File: config.mk
export PLATFORM = sky130hd
export DESIGN_NAME = dchs_select
export DESIGN_NICKNAME = d
export VERILOG_FILES = /design/src/hdl/dchs_pkg.sv /design/src/hdl/dchs_select.sv
export SDC_FILE = /design/constraint.sdc
export NUM_CORES = 1
export LEC_CHECK = 0
export ABC_AREA = 0
export BUFFER_PORTS_ARGS = -buffer_cell sky130_fd_sc_hd__buf_2
export CAP_MARGIN = 5
export CORE_ASPECT_RATIO = 0.75
export CORE_MARGIN = 2
export CORE_UTILIZATION = 49
export CTS_CLUSTER_DIAMETER = 50
export DETAILED_ROUTE_END_ITERATION = 6
export PLACE_DENSITY = 0.95
export SETUP_SLACK_MARGIN = 0.05
export SLEW_MARGIN = 30
export SYNTH_ARGS = -nofsm -noshare
export SYNTH_HDL_FRONTEND = slang
export SYNTH_SLANG_ARGS = --single-unit
File: constraint.sdc
create_clock -name clk -period 2.7 [get_ports clk]
set_input_delay 0.135 -clock clk [delete_from_list [all_inputs] [get_ports clk]]
set_output_delay 0.135 -clock clk [all_outputs]
set_load 0.02 [all_outputs]
File: src/hdl/dchs_pkg.sv
`timescale 1ns / 1ps

package dchs_pkg;

	// Widths of the stream words and the fields they carry.
	localparam int DATA_W   = 32;
	localparam int CYL_W    = 16;
	localparam int HEAD_W   = 5;
	localparam int SPT_W    = 8;

	// The clamped sector count always fits in 28 bits.
	localparam int TOT_W    = 28;
	// Quotient of the clamped count by the smallest divisor (17).
	localparam int QW       = 24;
	// Track count after the geometry pick, at most 1048560.
	localparam int TRK_W    = 21;
	// Remainder after one reciprocal step, below twice the divisor.
	localparam int REM_W    = 9;
	// Reciprocals of the sectors-per-track divisors, scaled by 2^32.
	localparam int FRAC     = 32;
	localparam int RECIP_W  = 28;
	localparam int PROD_W   = TOT_W + RECIP_W;

	// Head division: tracks below 15*1024, reciprocals scaled by 2^24.
	localparam int HFRAC    = 24;
	localparam int HTRK_W   = 14;
	localparam int HREC_W   = 23;
	localparam int HPROD_W  = HTRK_W + HREC_W;
	localparam int HQ_W     = 10;
	localparam int HREM_W   = 5;

	// Number of constant-divisor lanes.
	localparam int NLANE    = 4;

	// Geometry limits of the disk rule.
	localparam logic [TOT_W-1:0] MAX_SECTORS   = TOT_W'(65535 * 16 * 255);
	localparam logic [TOT_W-1:0] LARGE_SECTORS = TOT_W'(65535 * 16 * 63);
	localparam int               HEAD_SHIFT    = 10;
	localparam logic [HEAD_W-1:0] HEADS_MIN    = HEAD_W'(4);
	localparam logic [HEAD_W-1:0] HEADS_MAX    = HEAD_W'(16);
	localparam int               HEADS_MAX_LOG = 4;
	localparam int               TRACK_ROUND   = 1023;

	// One lane for each sectors-per-track choice.
	typedef enum logic [1:0] {
		LANE_17,
		LANE_31,
		LANE_63,
		LANE_255
	} lane_t;

	// Sectors per track served by a lane.
	function automatic logic [SPT_W-1:0] lane_div(input lane_t lane);
		logic [SPT_W-1:0] d;
		unique case (lane)
			LANE_17:  d = SPT_W'(17);
			LANE_31:  d = SPT_W'(31);
			LANE_63:  d = SPT_W'(63);
			LANE_255: d = SPT_W'(255);
			default:  d = SPT_W'(255);
		endcase
		return d;
	endfunction

	// Floor of 2^32 over the lane's divisor.
	function automatic logic [RECIP_W-1:0] lane_recip(input lane_t lane);
		logic [RECIP_W-1:0] m;
		unique case (lane)
			LANE_17:  m = RECIP_W'((64'd1 << FRAC) / 64'd17);
			LANE_31:  m = RECIP_W'((64'd1 << FRAC) / 64'd31);
			LANE_63:  m = RECIP_W'((64'd1 << FRAC) / 64'd63);
			LANE_255: m = RECIP_W'((64'd1 << FRAC) / 64'd255);
			default:  m = RECIP_W'((64'd1 << FRAC) / 64'd255);
		endcase
		return m;
	endfunction

	// Floor of 2^24 over a head count; sixteen heads take the shift path.
	function automatic logic [HREC_W-1:0] head_recip(input logic [HEAD_W-1:0] h);
		logic [HREC_W-1:0] m;
		unique case (h)
			HEAD_W'(4):  m = HREC_W'((32'd1 << HFRAC) / 32'd4);
			HEAD_W'(5):  m = HREC_W'((32'd1 << HFRAC) / 32'd5);
			HEAD_W'(6):  m = HREC_W'((32'd1 << HFRAC) / 32'd6);
			HEAD_W'(7):  m = HREC_W'((32'd1 << HFRAC) / 32'd7);
			HEAD_W'(8):  m = HREC_W'((32'd1 << HFRAC) / 32'd8);
			HEAD_W'(9):  m = HREC_W'((32'd1 << HFRAC) / 32'd9);
			HEAD_W'(10): m = HREC_W'((32'd1 << HFRAC) / 32'd10);
			HEAD_W'(11): m = HREC_W'((32'd1 << HFRAC) / 32'd11);
			HEAD_W'(12): m = HREC_W'((32'd1 << HFRAC) / 32'd12);
			HEAD_W'(13): m = HREC_W'((32'd1 << HFRAC) / 32'd13);
			HEAD_W'(14): m = HREC_W'((32'd1 << HFRAC) / 32'd14);
			HEAD_W'(15): m = HREC_W'((32'd1 << HFRAC) / 32'd15);
			default:     m = '0;
		endcase
		return m;
	endfunction

	// Quotients of the clamped count by every lane divisor.
	typedef struct packed {
		logic                       big;
		logic [NLANE-1:0][QW-1:0]   quot;
	} quot_t;

	// Chosen geometry before the cylinder division.
	typedef struct packed {
		logic [TRK_W-1:0]  tracks;
		logic [HEAD_W-1:0] heads;
		logic [SPT_W-1:0]  spt;
	} pick_t;

	// Final geometry.
	typedef struct packed {
		logic [CYL_W-1:0]  cyl;
		logic [HEAD_W-1:0] heads;
		logic [SPT_W-1:0]  spt;
	} geo_t;

endpackage

File: src/hdl/dchs_select.sv
`timescale 1ns / 1ps

module dchs_select import dchs_pkg::*; (
	input  logic  clk,
	input  logic  arst_n,
	input  logic  in_valid,
	output logic  in_ready,
	input  quot_t in_quot,
	output logic  out_valid,
	input  logic  out_ready,
	output pick_t out_pick
);

	localparam int HRAW_W = QW + 1 - HEAD_SHIFT;

	logic  v_s5;
	pick_t pick_s5;
	pick_t pick_c;

	logic [QW:0]              round_sum;
	logic [HRAW_W-1:0]        h17_raw;
	logic [HRAW_W-1:0]        h17;
	logic [QW:0]              h17_span;
	logic                     fb_31;
	logic                     fb_63;
	logic [QW-1:0]            q17, q31, q63, q255;

	assign in_ready = !v_s5 || out_ready;

	assign q17  = in_quot.quot[LANE_17];
	assign q31  = in_quot.quot[LANE_31];
	assign q63  = in_quot.quot[LANE_63];
	assign q255 = in_quot.quot[LANE_255];

	// Heads needed at 17 sectors per track, at least four.
	assign round_sum = {1'b0, q17} + (QW+1)'(TRACK_ROUND);
	assign h17_raw   = round_sum[QW:HEAD_SHIFT];
	assign h17       = (h17_raw < HRAW_W'(HEADS_MIN)) ? HRAW_W'(HEADS_MIN) : h17_raw;
	assign h17_span  = (QW+1)'({h17, {HEAD_SHIFT{1'b0}}});

	// Fall back when 17 sectors need too many heads or tracks.
	assign fb_31 = (h17 > HRAW_W'(HEADS_MAX)) || (h17_span <= {1'b0, q17});
	assign fb_63 = q31 >= QW'({HEADS_MAX, {HEAD_SHIFT{1'b0}}});

	// Pick the geometry in the order of the rule.
	always_comb begin
		priority if (in_quot.big) begin
			pick_c.spt    = lane_div(LANE_255);
			pick_c.heads  = HEADS_MAX;
			pick_c.tracks = TRK_W'(q255);
		end else if (!fb_31) begin
			pick_c.spt    = lane_div(LANE_17);
			pick_c.heads  = h17[HEAD_W-1:0];
			pick_c.tracks = TRK_W'(q17);
		end else if (!fb_63) begin
			pick_c.spt    = lane_div(LANE_31);
			pick_c.heads  = HEADS_MAX;
			pick_c.tracks = TRK_W'(q31);
		end else begin
			pick_c.spt    = lane_div(LANE_63);
			pick_c.heads  = HEADS_MAX;
			pick_c.tracks = TRK_W'(q63);
		end
	end

	always_ff @(posedge clk or negedge arst_n) begin
		if (!arst_n) begin
			v_s5 <= 1'b0;
		end else if (in_ready) begin
			v_s5 <= in_valid;
		end
	end

	always_ff @(posedge clk) begin
		if (in_ready && in_valid) begin
			pick_s5 <= pick_c;
		end
	end

	assign out_valid = v_s5;
	assign out_pick  = pick_s5;

endmodule

# Yosys cells after proc, flatten, opt, wreduce, memory -nomap -nowiden
# Index checks and enable logic that the tools add are counted.
# W data, S select, Z words.
dict set report op_classes {
  n_addsub 1
  order_cmp 4
  mux 4
  n_bitwise 1
  n_reduce_logical 5
}
# cell n
set op_table {}
lappend op_table {{$mux W34} 3}
lappend op_table {{$add A24 B10 Y25 const B} 1}
lappend op_table {{$le A25 B24 Y1} 1}
lappend op_table {{$ge A24 B15 Y1 const B} 1}
lappend op_table {{$gt A15 B5 Y1 const B} 1}
lappend op_table {{$lt A15 B3 Y1 const B} 1}
lappend op_table {{$mux W15} 1}
lappend op_table {{$logic_or A1 B1 Y1} 2}
lappend op_table {{$reduce_or A2 Y1} 1}
lappend op_table {{$logic_and A1 B1 Y1} 1}
lappend op_table {{$logic_not A1 Y1} 1}
lappend op_table {{$not A1 Y1} 1}
dict set report totals {
  reg_bits 35
  inputBits 101
  output_inout_bits 36
  wordCells 20
}

# Depth between registers and ports, before layout
dict set report depth {
  depth_word 7
  mapped_depth 14
  depth_no_buf 12
}

# Least setup slack after synthesis
# Ideal clock, no wire load.
dict set report synth_path {
  path_kind {input to register}
  start {input in_quot[6] (netlist name)}
  end {register pick_s5, in the netlist out_pick[17] (data pin)}
  arrival_ns 3.325
  required_ns 2.432
  slack_ns -0.893
  path_stages 14
  path_buffers 2
  cell_sequence {or4_1 > o31ai_2 > nor2_1 > nand3_1 > xnor2_1 > ha_1 > and4_1 > and2_1 > o21a_1 > a221oi_2 > and3_1 > clkbuf_1 > buf_2 > o211ai_1}
}
# item line
set synth_lines {}
lappend synth_lines {{start: declaration} dchs_select.sv:8} ;# input quot_t in_quot,
lappend synth_lines {{end signal: assignment} dchs_select.sv:76} ;# pick_s5 <= pick_c;
lappend synth_lines {{end: declaration} dchs_select.sv:17} ;# pick_t pick_s5;

==> results.md <==
* Result of the run: finished with violations
* Failing checks: design-rule violations, negative setup slack
* DIE AREA at 5620 um^2
* CTS max path bufs at 2
* Drc violations at 10
* Total grt overflow at 0
* Startpoint class of the critical path: input pin
* Peak supply drop at 0.000191 V
* Routed WL at 9.49 mm
* HP Class: input pin to register
* Starting density of the core at 50.6%
* Layout Utilization at 78.8%
* DIE HEIGHT at 65.4 um
* Largest net degree at the start of global routing at 47
* Syn avg cell area at 9.37 um^2
* Rows at 22
* FFs w/ async S/R, synth at 3.33%
* Hold Vio Cnt, Final at 0
* Clk_lat worst skew at 0.29 ns
* Cell variety after synth at 47
* CP peak stage delay at 0.57 ns
* Slew HR at 43.4%
* DR vias at 3043
* M3 GR Usage at 8.04%
* Post-Route Skew at 0.00346 ns
* Synth top area cells: edfxtp_1, mux2i_1, ha_1, nand4_1, a22oi_1
* Worst path buffer plus inverter count at 4
* Crit-path max FO at 5
* Period Utilization, post-route at 121%
* Cells after synthesis at 263
* HPWL after DPL at 6.17 mm
* Ys flop type: edfxtp_1
* Power, Total at 1.43 mW
* Pre-CTS setup slack at -0.761 ns
* Slowest cell on crit path: or4_4
* Max-slew violation count at 0
* Synth top cells by count: edfxtp_1, nor2_1, nand2_1, nand4_1
* Wire per inst at 19.2 um
* Cts bufs inserted at 5
* Die X at 85.9 um
* Critical Path AT at 3.30 ns
* Crit-path cells: buf_6, or4_4, buf_4, o31ai_4, buf_4, nor2_1, xnor2_1, ha_1, and2_1, o21a_4, a221oi_4, and3_4, buf_6, o211ai_1
* Port buffer count at 128
* # Max-Cap Violations at 0
* Post-Syn Area at 2460 um^2
* Global-route wire length before repair at 13.2 mm
* Dominant cell type by area after synthesis: edfxtp_1
* Worst Tran Pin Value at 0.849 ns
* Post-synth EDFFs at 29
* Clock sink count at 30
* Achievable Freq at 305 MHz
* Minimum clock period at 3.28 ns
* Seq/Total Area, Yosys at 36.4%
* CTS tree: done
* Leakage power at 1.77 nW
* Worst Setup Slack, final at -0.575 ns
* Initial antenna violation count at 0
* ANT cells at 0
* Ports at 137
* Area delta synth->final at 55.9%
* Post-route ant nets at 0
* Layout cells sized above 1 at 53.1%
* M2 GR Usage at 53.7%
* Ys Warns at 0
* Fin Setup TNS at -14.35 ns
* RSZ-0062 raised after global routing: true
* DRT Pass-1 Iters at 7
* H-tree depth at 2
* Power Dens Cells at 371 nW/um^2
* RePlAce Congestion at 1.05
* Initial DRC count at 377
* Most frequent cell after synthesis: edfxtp_1
* Worst Path Required at 2.72 ns
* Critical path type: input pin to register
* Vias in the first global route at 2852
* Yosys top cell area share at 35.3%
* Vias per cell at 6.17
* Core ar. at 4870 um^2
* All-layer global routing usage at 30.2%
* Met1 GRT Util at 34.0%
* Clk pin slew, worst setup/hold paths at 0.07 ns
* Clock Tree Root: clkbuf_8
* # nets final at 544
* CP delay by family, top: simple AND/OR/NAND/NOR gates
* Busiest layer in global routing: met2
* Synth Register Bits at 30
* Final setup fails at 28
* Crit. End Element: register
[layer usage]
layer  wire (um)  vias to the layer above
met4         397                        0
met5           0                        -
met2        4500                      240
met3        1010                       51
met1        3580                     1412
li1            -                     1340
[sequential cells by signal (all words and copies together) (netlist names)]
signal and count:
out_pick 29, out_valid 1
[cells by family (layout without fill, tap and decap cells)]
logic type,after synthesis,count (layout),synth area share [%]
flops,30,30,36.4
buf+inv,33,202,5.99
other cells,1,2,0.152
compound gates,55,55,18.4
simple gates,107,107,23.0
fa+ha+maj,11,11,5.59
mux,15,15,6.60
xor+xnor,11,11,3.91
[path summary, 6_finish.rpt]
check                                       from                      to  slack, ns  cells after the start
max in group asynchronous                 arst_n   out_valid$_DFFE_PN0N_       2.48                      2
hold reg to reg            out_valid$_DFFE_PN0N_   out_valid$_DFFE_PN0N_       0.56                      2
setup / recovery                      in_quot[8]  out_pick[24]$_DFFE_PP_      -0.58                     14
min in group asynchronous                 arst_n   out_valid$_DFFE_PN0N_       0.14                      2
setup reg to reg           out_valid$_DFFE_PN0N_  out_pick[14]$_DFFE_PP_       1.35                      3
hold / removal                          in_valid   out_valid$_DFFE_PN0N_       0.04                      2
[layout by cell type (no fill, tap or decap), drive strengths merged, types with 2 or more instances in the layout]
master	instances
ha	11
buf	181
nor2	24
or2	2
nand4	19
conb	2
a32o	6
nand2b	2
and3	9
a21oi	3
clkbuf	6
a21o	3
a221oi	3
and2	4
a22oi	14
nor4	4
nand3	8
edfxtp	29
nand2	21
nor3	2
o31ai	3
o21ai	2
o211ai	14
inv	12
nor2b	6
or3	2
or4	2
xnor2	11
mux2i	15
[what timing repair did]
item | 4_1_cts | 5_1_grt
pin swaps | 23 | 22
hold endpoints to repair | 1 | 0
cloned | 1 | 1
buffers inserted | 5 | 4
setup endpoints to repair | 28 | 28
gates resized for setup | 28 | 20
hold buffers | 1 | 0
[power by group]
part	switching [mW]	total (mW)	internal (mW)
sequential	0.00762	0.554	0.546
combinational	0.262	0.483	0.221
clock	0.185	0.389	0.205
total	0.455	1.43	0.972
[final cells by class]
cell class | count | area, um^2
multi-input cells | 201 | 1630
repair buffers | 182 | 1100
fillers | 291 | 1030
flip-flops and latches | 30 | 896
clock buffers | 6 | 82.6
well taps | 60 | 75.1
inverters | 12 | 45.0
clock inverters | 2 | 12.5
[per-stage QoR]
step	instances	hold WS [ns]	cell area, um^2
floorplan	264	-0.161	2520
global placement	474	-0.0897	3460
detailed placement	474	-0.0893	3460
CTS	488	0.0427	3720
global route	493	0.0473	3840
finish	493	0.0407	3840
Power figures use the tool's default switching activity.
