$ cat src/hdl/dchs_pkg.sv
`timescale 1ns / 1ps

package dchs_pkg;

	// Widths of the stream words and the fields they carry.
	localparam int DATA_W   = 32;
	localparam int CYL_W    = 16;
	localparam int HEAD_W   = 5;
	localparam int SPT_W    = 8;

	// The clamped sector count always fits in 28 bits.
	localparam int TOT_W    = 28;
	// Quotient of the clamped count by the smallest divisor (17).
	localparam int QW       = 24;
	// Track count after the geometry pick, at most 1048560.
	localparam int TRK_W    = 21;
	// Remainder after one reciprocal step, below twice the divisor.
	localparam int REM_W    = 9;
	// Reciprocals of the sectors-per-track divisors, scaled by 2^32.
	localparam int FRAC     = 32;
	localparam int RECIP_W  = 28;
	localparam int PROD_W   = TOT_W + RECIP_W;

	// Head division: tracks below 15*1024, reciprocals scaled by 2^24.
	localparam int HFRAC    = 24;
	localparam int HTRK_W   = 14;
	localparam int HREC_W   = 23;
	localparam int HPROD_W  = HTRK_W + HREC_W;
	localparam int HQ_W     = 10;
	localparam int HREM_W   = 5;

	// Number of constant-divisor lanes.
	localparam int NLANE    = 4;

	// Geometry limits of the disk rule.
	localparam logic [TOT_W-1:0] MAX_SECTORS   = TOT_W'(65535 * 16 * 255);
	localparam logic [TOT_W-1:0] LARGE_SECTORS = TOT_W'(65535 * 16 * 63);
	localparam int               HEAD_SHIFT    = 10;
	localparam logic [HEAD_W-1:0] HEADS_MIN    = HEAD_W'(4);
	localparam logic [HEAD_W-1:0] HEADS_MAX    = HEAD_W'(16);
	localparam int               HEADS_MAX_LOG = 4;
	localparam int               TRACK_ROUND   = 1023;

	// One lane for each sectors-per-track choice.
	typedef enum logic [1:0] {
		LANE_17,
		LANE_31,
		LANE_63,
		LANE_255
	} lane_t;

	// Sectors per track served by a lane.
	function automatic logic [SPT_W-1:0] lane_div(input lane_t lane);
		logic [SPT_W-1:0] d;
		unique case (lane)
			LANE_17:  d = SPT_W'(17);
			LANE_31:  d = SPT_W'(31);
			LANE_63:  d = SPT_W'(63);
			LANE_255: d = SPT_W'(255);
			default:  d = SPT_W'(255);
		endcase
		return d;
	endfunction

	// Floor of 2^32 over the lane's divisor.
	function automatic logic [RECIP_W-1:0] lane_recip(input lane_t lane);
		logic [RECIP_W-1:0] m;
		unique case (lane)
			LANE_17:  m = RECIP_W'((64'd1 << FRAC) / 64'd17);
			LANE_31:  m = RECIP_W'((64'd1 << FRAC) / 64'd31);
			LANE_63:  m = RECIP_W'((64'd1 << FRAC) / 64'd63);
			LANE_255: m = RECIP_W'((64'd1 << FRAC) / 64'd255);
			default:  m = RECIP_W'((64'd1 << FRAC) / 64'd255);
		endcase
		return m;
	endfunction

	// Floor of 2^24 over a head count; sixteen heads take the shift path.
	function automatic logic [HREC_W-1:0] head_recip(input logic [HEAD_W-1:0] h);
		logic [HREC_W-1:0] m;
		unique case (h)
			HEAD_W'(4):  m = HREC_W'((32'd1 << HFRAC) / 32'd4);
			HEAD_W'(5):  m = HREC_W'((32'd1 << HFRAC) / 32'd5);
			HEAD_W'(6):  m = HREC_W'((32'd1 << HFRAC) / 32'd6);
			HEAD_W'(7):  m = HREC_W'((32'd1 << HFRAC) / 32'd7);
			HEAD_W'(8):  m = HREC_W'((32'd1 << HFRAC) / 32'd8);
			HEAD_W'(9):  m = HREC_W'((32'd1 << HFRAC) / 32'd9);
			HEAD_W'(10): m = HREC_W'((32'd1 << HFRAC) / 32'd10);
			HEAD_W'(11): m = HREC_W'((32'd1 << HFRAC) / 32'd11);
			HEAD_W'(12): m = HREC_W'((32'd1 << HFRAC) / 32'd12);
			HEAD_W'(13): m = HREC_W'((32'd1 << HFRAC) / 32'd13);
			HEAD_W'(14): m = HREC_W'((32'd1 << HFRAC) / 32'd14);
			HEAD_W'(15): m = HREC_W'((32'd1 << HFRAC) / 32'd15);
			default:     m = '0;
		endcase
		return m;
	endfunction

	// Quotients of the clamped count by every lane divisor.
	typedef struct packed {
		logic                       big;
		logic [NLANE-1:0][QW-1:0]   quot;
	} quot_t;

	// Chosen geometry before the cylinder division.
	typedef struct packed {
		logic [TRK_W-1:0]  tracks;
		logic [HEAD_W-1:0] heads;
		logic [SPT_W-1:0]  spt;
	} pick_t;

	// Final geometry.
	typedef struct packed {
		logic [CYL_W-1:0]  cyl;
		logic [HEAD_W-1:0] heads;
		logic [SPT_W-1:0]  spt;
	} geo_t;

endpackage

$ cat src/hdl/dchs_hdiv.sv
`timescale 1ns / 1ps

module dchs_hdiv import dchs_pkg::*; (
	input  logic  clk,
	input  logic  arst_n,
	input  logic  in_valid,
	output logic  in_ready,
	input  pick_t in_pick,
	output logic  out_valid,
	input  logic  out_ready,
	output geo_t  out_geo
);

	logic v_s6, v_s7, v_s8;
	logic rdy6, rdy7, rdy8;

	logic [HPROD_W-1:0] prod_s6;
	logic [TRK_W-1:0]   tracks_s6;
	logic [HEAD_W-1:0]  heads_s6, heads_s7;
	logic [SPT_W-1:0]   spt_s6, spt_s7;
	logic               full_s6, full_s7;
	logic [HQ_W-1:0]    q0_s7;
	logic [HREM_W-1:0]  rem_s7;
	logic [CYL_W-1:0]   shcyl_s7;
	geo_t               geo_s8;

	logic [HPROD_W-1:0] prod_c;
	logic [HQ_W-1:0]    q0_c;
	logic [HTRK_W-1:0]  back_c;
	logic [HREM_W-1:0]  rem_c;
	logic [CYL_W-1:0]   cyl_c;

	assign rdy8     = !v_s8 || out_ready;
	assign rdy7     = !v_s7 || rdy8;
	assign rdy6     = !v_s6 || rdy7;
	assign in_ready = rdy6;

	// Reciprocal estimate of tracks over heads, then one correction step.
	assign prod_c = HPROD_W'(in_pick.tracks[HTRK_W-1:0]) * HPROD_W'(head_recip(in_pick.heads));
	assign q0_c   = HQ_W'(prod_s6 >> HFRAC);
	assign back_c = HTRK_W'(q0_c * heads_s6);
	assign rem_c  = HREM_W'(tracks_s6[HTRK_W-1:0] - back_c);

	// Sixteen heads divide by a shift; other counts use the corrected estimate.
	assign cyl_c = full_s7 ? shcyl_s7 : CYL_W'(q0_s7 + HQ_W'(rem_s7 >= heads_s7));

	always_ff @(posedge clk or negedge arst_n) begin
		if (!arst_n) begin
			v_s6 <= 1'b0;
			v_s7 <= 1'b0;
			v_s8 <= 1'b0;
		end else begin
			if (rdy6) v_s6 <= in_valid;
			if (rdy7) v_s7 <= v_s6;
			if (rdy8) v_s8 <= v_s7;
		end
	end

	always_ff @(posedge clk) begin
		if (rdy6 && in_valid) begin
			prod_s6   <= prod_c;
			tracks_s6 <= in_pick.tracks;
			heads_s6  <= in_pick.heads;
			spt_s6    <= in_pick.spt;
			full_s6   <= in_pick.heads == HEADS_MAX;
		end
		if (rdy7 && v_s6) begin
			q0_s7    <= q0_c;
			rem_s7   <= rem_c;
			shcyl_s7 <= CYL_W'(tracks_s6 >> HEADS_MAX_LOG);
			heads_s7 <= heads_s6;
			spt_s7   <= spt_s6;
			full_s7  <= full_s6;
		end
		if (rdy8 && v_s7) begin
			geo_s8.cyl   <= cyl_c;
			geo_s8.heads <= heads_s7;
			geo_s8.spt   <= spt_s7;
		end
	end

	assign out_valid = v_s8;
	assign out_geo   = geo_s8;

endmodule

$ cat config.mk
export PLATFORM = sky130hd
export DESIGN_NAME = dchs_hdiv
export DESIGN_NICKNAME = d
export VERILOG_FILES = /design/src/hdl/dchs_pkg.sv /design/src/hdl/dchs_hdiv.sv
export SDC_FILE = /design/constraint.sdc
export NUM_CORES = 1
export LEC_CHECK = 0
export BUFFER_PORTS_ARGS = -buffer_cell sky130_fd_sc_hd__clkbuf_2
export CAP_MARGIN = 15
export CORE_MARGIN = 2
export CORE_UTILIZATION = 50
export DETAILED_ROUTE_END_ITERATION = 10
export PLACE_DENSITY = 0.77
export RECOVER_POWER = 25
export SYNTH_ARGS = -nofsm -noshare
export SYNTH_HDL_FRONTEND = slang
export SYNTH_SLANG_ARGS = --single-unit
$ cat constraint.sdc
create_clock -name clk -period 5.4 [get_ports clk]
set_input_delay 0.81 -clock clk [delete_from_list [all_inputs] [get_ports clk]]
set_output_delay 0.81 -clock clk [all_outputs]
set_load 0.05 [all_outputs]
Word-level counts from Yosys, hierarchy flattened
Memories as Yosys holds them, arrays and structs flattened.
Cells that the tools add are included.
Cells by class
  magnitude comparators: 1
  bitwise operators: 0
  divide/modulo/power cells: 0
  multiply operators: 2
  equality and inequality tests: 1
  add/sub/neg operators: 2
  shifts and indexed selects: 0
  mux-type cells: 2
  reductions and logical operators: 9
Operator list (count)
  $mul 14x23->34: 1
  $mux 23: 1
  $mux 16: 1
  $add 10x1->11: 1
  $mul 10x5->5: 1
  $eq 5x5->1 const B: 1
  $ge 5x5->1: 1
  $sub 5x5->5: 1
  $logic_and 1x1->1: 3
  $logic_not 1->1: 3
  $logic_or 1x1->1: 3
Word-level totals
  output and inout port bits: 31
  logic and storage cells: 35
  register bits: 145
  input bits: 38
  memories kept: 1
  ROM bits: 368
  bits in writable memories: 0
  latch bits: 0
Memory list
  (no name shown): words 16, bits a word 23, read ports 1, clocked after memory_dff 0, write ports 0, RTL line dchs_pkg.sv:81  | unique case (h)

Logic depth before layout (Yosys ltp)
  depth after elaboration: 5
  depth in mapped cells: 31
  mapped depth without buffers: 30

Worst setup path before layout
Ideal clock, no wire load.
  path kind: input to register
  from: in in_pick[10] (netlist bit)
  to: reg prod_s6[27] (data pin)
  setup slack: -2.055 ns
  arrival: 7.198 ns
  stages on the path: 25
  library setup time: 0.258 ns
  path buffers: 3
  data required time: 5.142 ns
  cells stage by stage: buf_2 buf_1 mux2i_1 a211oi_1 clkbuf_1 nand2_1 fa_1 fa_1 inv_1 fa_1 fa_1 fa_1 inv_1 fa_1 inv_1 ha_1 a21o_1 a221o_1 a311oi_1 o21ai_1 or2_1 a31o_1 a21o_1 a21oi_1 xnor2_1
On the way
  word-level cells in the longest chain between the ends: 3
Ends and longest elaborated chain
  start: declaration: RTL line dchs_hdiv.sv:8  | input pick_t in_pick,
  $mem_v2 16x23
  $mux 23: RTL line dchs_pkg.sv:81
  $mul 14x23->34: RTL line dchs_hdiv.sv:39  | assign prod_c = HPROD_W'(in_pick.tracks[HTRK_W-1:0]) * HPROD_W'(head_recip(in_pick.heads));
  named net prod_c[27]: RTL line dchs_hdiv.sv:27  | logic [HPROD_W-1:0] prod_c;
  end signal: assignment: RTL line dchs_hdiv.sv:61  | prod_s6 <= prod_c;
  end: declaration: RTL line dchs_hdiv.sv:17  | logic [HPROD_W-1:0] prod_s6;
The timed path passes the listed nets, and every way through them passes these cells.
A chain may end at the register's enable or synchronous reset.

Worst setup path in the final report
  from: in in_pick[9] (netlist bit)
  to: reg prod_s6[27] (data pin)
Same word-level chain as after synthesis.

==> run summary <==
Min-Delay Path Class: primary input to async pin
WP data required: 5.55 ns
library cells used by synthesis: 51
Longest Clk Path Bufs: 2
Worst-Margin Slew: 1.014 ns
Largest stage delay, worst path: 0.61 ns
setup violators final: 10
RSZ-0062 raised after global routing: true
fin crit share: 1.340
Hold Buf Count CTS: 0
GR Overflow Total: 0
flop-to-flop setup slack: 2.55 ns
CTS H-tree depth: 4
hpwl dp: 28.09 mm
Max Slew Vio Count: 0
switching portion of total power: 0.3836
failing checks: negative setup slack
row cnt: 61
post-layout min period: 7.235 ns
first-pass GRT wire length: 56.03 mm
I/O pin count: 69
final setup TNS: -17.04 ns
die width: 170.9 um
Detailed Routing Iterations Pass 1: 5
asr flop ratio synth: 0.02479
run status: complete, but fails checks
peak supply drop: 0.0002416 V
Max Clk Rate: 138.2 MHz
Power Total: 0.004942 W
die height: 170.9 um
Synth Instances: 1308
Synth Net Count: 1700
Max FO, Critical Path: 7
Seq pwr share: 0.267
Clock Skews: 0.006233 ns
Post-synth EDFFs: 118
Critical Path AT: 7.39 ns
Critical Path End Type: flip-flop
non-filler cells, final: 1973
Top delay family on crit path: adder cells
clk root buf: clkbuf_16
Critical Path Source Type: primary input
crit path kind: primary input to flip-flop
vias in the first global route: 11010
clock share of power: 0.214
Max Cap Viol: 0
synth-to-layout area growth: 25.61%
number of CTS-inserted buffers: 17
largest net degree at the start of global routing: 46
Antenna Cells: 0
Ys Warns: 0
WL/cell: 18.10 um
DRC violations left: 0
via count: 10010
Post-DP Area: 0.01637 mm^2
final WL: 35.70 mm
Switch Pwr: 0.001895 W
initial antenna violation count: 0
CTS Sinks: 121
die area: 0.02919 mm^2
Max-slew headroom: 0.3238
Yosys reg bits: 121
Clock Latency Late Sink: 0.41 ns
Leak: 8.533 nW
Buffers on Ports: 67
Worst Path Buf+Inv: 7
Post-DRT Antenna Nets: 0
GP Congestion: 0.9704
ys flop type: edfxtp_1
Design Area, Final: 0.01748 mm^2
clock slew at reported path FFs: 0.05 ns
pwr dens: 282.6 mW/mm^2
CTS tree: done
Seq/Total Area, Yosys: 0.2600
setup ws final: -1.835 ns
nets@finish: 1974
combinational share of power: 0.520
Via density: 5.076
dpl cells: 1920
final hold vios: 0
GRT Util Overall: 0.2562
Initial Utilization: 0.5038
Synth Cell Area: 0.01392 mm^2
Mean Syn Cell Area: 10.64 um^2
Internal Power: 0.003046 W
layout cells sized above 1: 0.2639
CP most frequent cell: fa_1
Initial DRC Count: 676
Crit-path slowest cell: fa_1
core footprint: 0.02763 mm^2
==> flip-flops by register name, indices dropped and copies added (netlist names) <==
register	cells
v_s6	1
full_s7	1
q0_s7	10
out_geo	29
heads_s6	5
spt_s7	8
shcyl_s7	16
out_valid	1
full_s6	1
prod_s6	10
v_s7	1
rem_s7	5
tracks_s6	20
heads_s7	5
spt_s6	8
==> per-layer routing <==
layer,track usage,vias to the layer above,part of all wire
met2,0.4577,404,0.50
met3,0.04626,106,0.079
li1,-,4487,-
met1,0.3074,5017,0.38
met5,0,-,0
met4,0.1021,0,0.042
==> stage by stage <==
stage	hold WS [ns]	util	setup WS (ns)
3_5_place_dp	0.4045	0.5924	-2.371
4_1_cts	0.1872	0.6209	-1.869
6_report	0.2050	0.6328	-1.835
3_3_place_gp	0.4009	0.5924	-2.249
2_1_floorplan	0.4003	-	-1.528
5_1_grt	0.2105	0.6328	-2.087
==> cell type report <==
type	instances	area [um^2]
Clock buffer	20	436.7
Fill cell	2138	10140
Tap cell	378	473.0
Multi-Input combinational cell	820	9324
Sequential cell	121	3618
Inverter	326	1231
Clock inverter	12	126.4
Timing Repair Buffer	296	2275
==> cell usage in the layout (no fill, tap or decap), types with 4 or more instances in the layout <==
cell         n
a21oi_1      8
ha_4         9
nand2_1    168
buf_12      12
a21o_1       5
nand2b_1     9
clkbuf_16   17
and2_4      12
buf_6       13
inv_1      302
clkbuf_2    61
nor2_1      16
xnor2_1     26
and2_1     107
edfxtp_1   118
a21oi_2      6
fa_2        10
and3_1       4
nand3_1      8
buf_4      203
xor2_1      13
ha_1        94
clkinv_2     4
o21ai_0     14
fa_1       239
clkbuf_1     7
mux2i_1      6
inv_2       22
==> final timing paths <==
kind / cells past startpoint / from / to
hold / removal: 1 / arst_n / v_s7
min in group clk: 0 / spt_s6[2] / spt_s7[2]
max in group asynchronous: 1 / arst_n / v_s6
hold reg to reg: 0 / spt_s6[2] / spt_s7[2]
setup / recovery: 27 / in_pick[9] / prod_s6[27]
setup reg to reg: 10 / heads_s6[0] / rem_s7[4]
==> synthesized netlist by cell type, drive strengths merged (6+ instances only) <==
library cell,number,area share
inv,326,0.088
fa,249,0.36
nand2,174,0.047
and2,121,0.054
edfxtp,118,0.25
ha,105,0.094
clkbuf,37,0.010
xnor2,27,0.017
nor2,19,0.0051
o21ai,18,0.0065
a21oi,17,0.0069
xor2,14,0.0088
nand2b,10,0.0045
nand3,8,0.0029
mux2i,6,0.0043
==> cells by family (layout without fill, tap and decap cells) <==
kind of cell / count (synthesis) / after routing / share of synthesized area
buffers and inverters: 367 / 654 / 0.09968
adder cells (fa/ha/maj): 354 / 354 / 0.4525
AND/OR/NAND/NOR: 353 / 353 / 0.1249
flip-flops: 121 / 121 / 0.2600
AO/OA/AOI/OAI: 64 / 64 / 0.03128
XOR/XNOR: 41 / 41 / 0.02580
multiplexers: 8 / 8 / 0.005933
==> worst register-to-register path, cell delays in order (launching register included) <==
cell      delay, ns
edfxtp_1       0.47
nand2_1        0.12
fa_1           0.52
inv_1          0.04
ha_1           0.30
ha_1           0.21
xor2_1         0.16
xnor2_1        0.29
xnor2_1        0.20
xnor2_1        0.18
xnor2_1        0.09
==> power groups by stage <==
stage	clock [W]	sequential, W	combinational [W]
after floorplan	0	0.00140	0.00143
after global placement	0	0.00132	0.00216
after detailed placement	0	0.00133	0.00228
after CTS	0.00106	0.00132	0.00241
after global routing	0.00110	0.00133	0.00286
final	0.00106	0.00132	0.00257
==> repair_timing <==
item                                    in CTS  in global routing
endpoints found under the hold margin        0                  0
gates cloned                                 0                  1
gates resized for setup                     24                 78
setup buffers                               15                 10
endpoints found under the setup margin      10                 10
pin swaps                                   29                 91
Note: power is estimated with default switching activity, not from simulation.
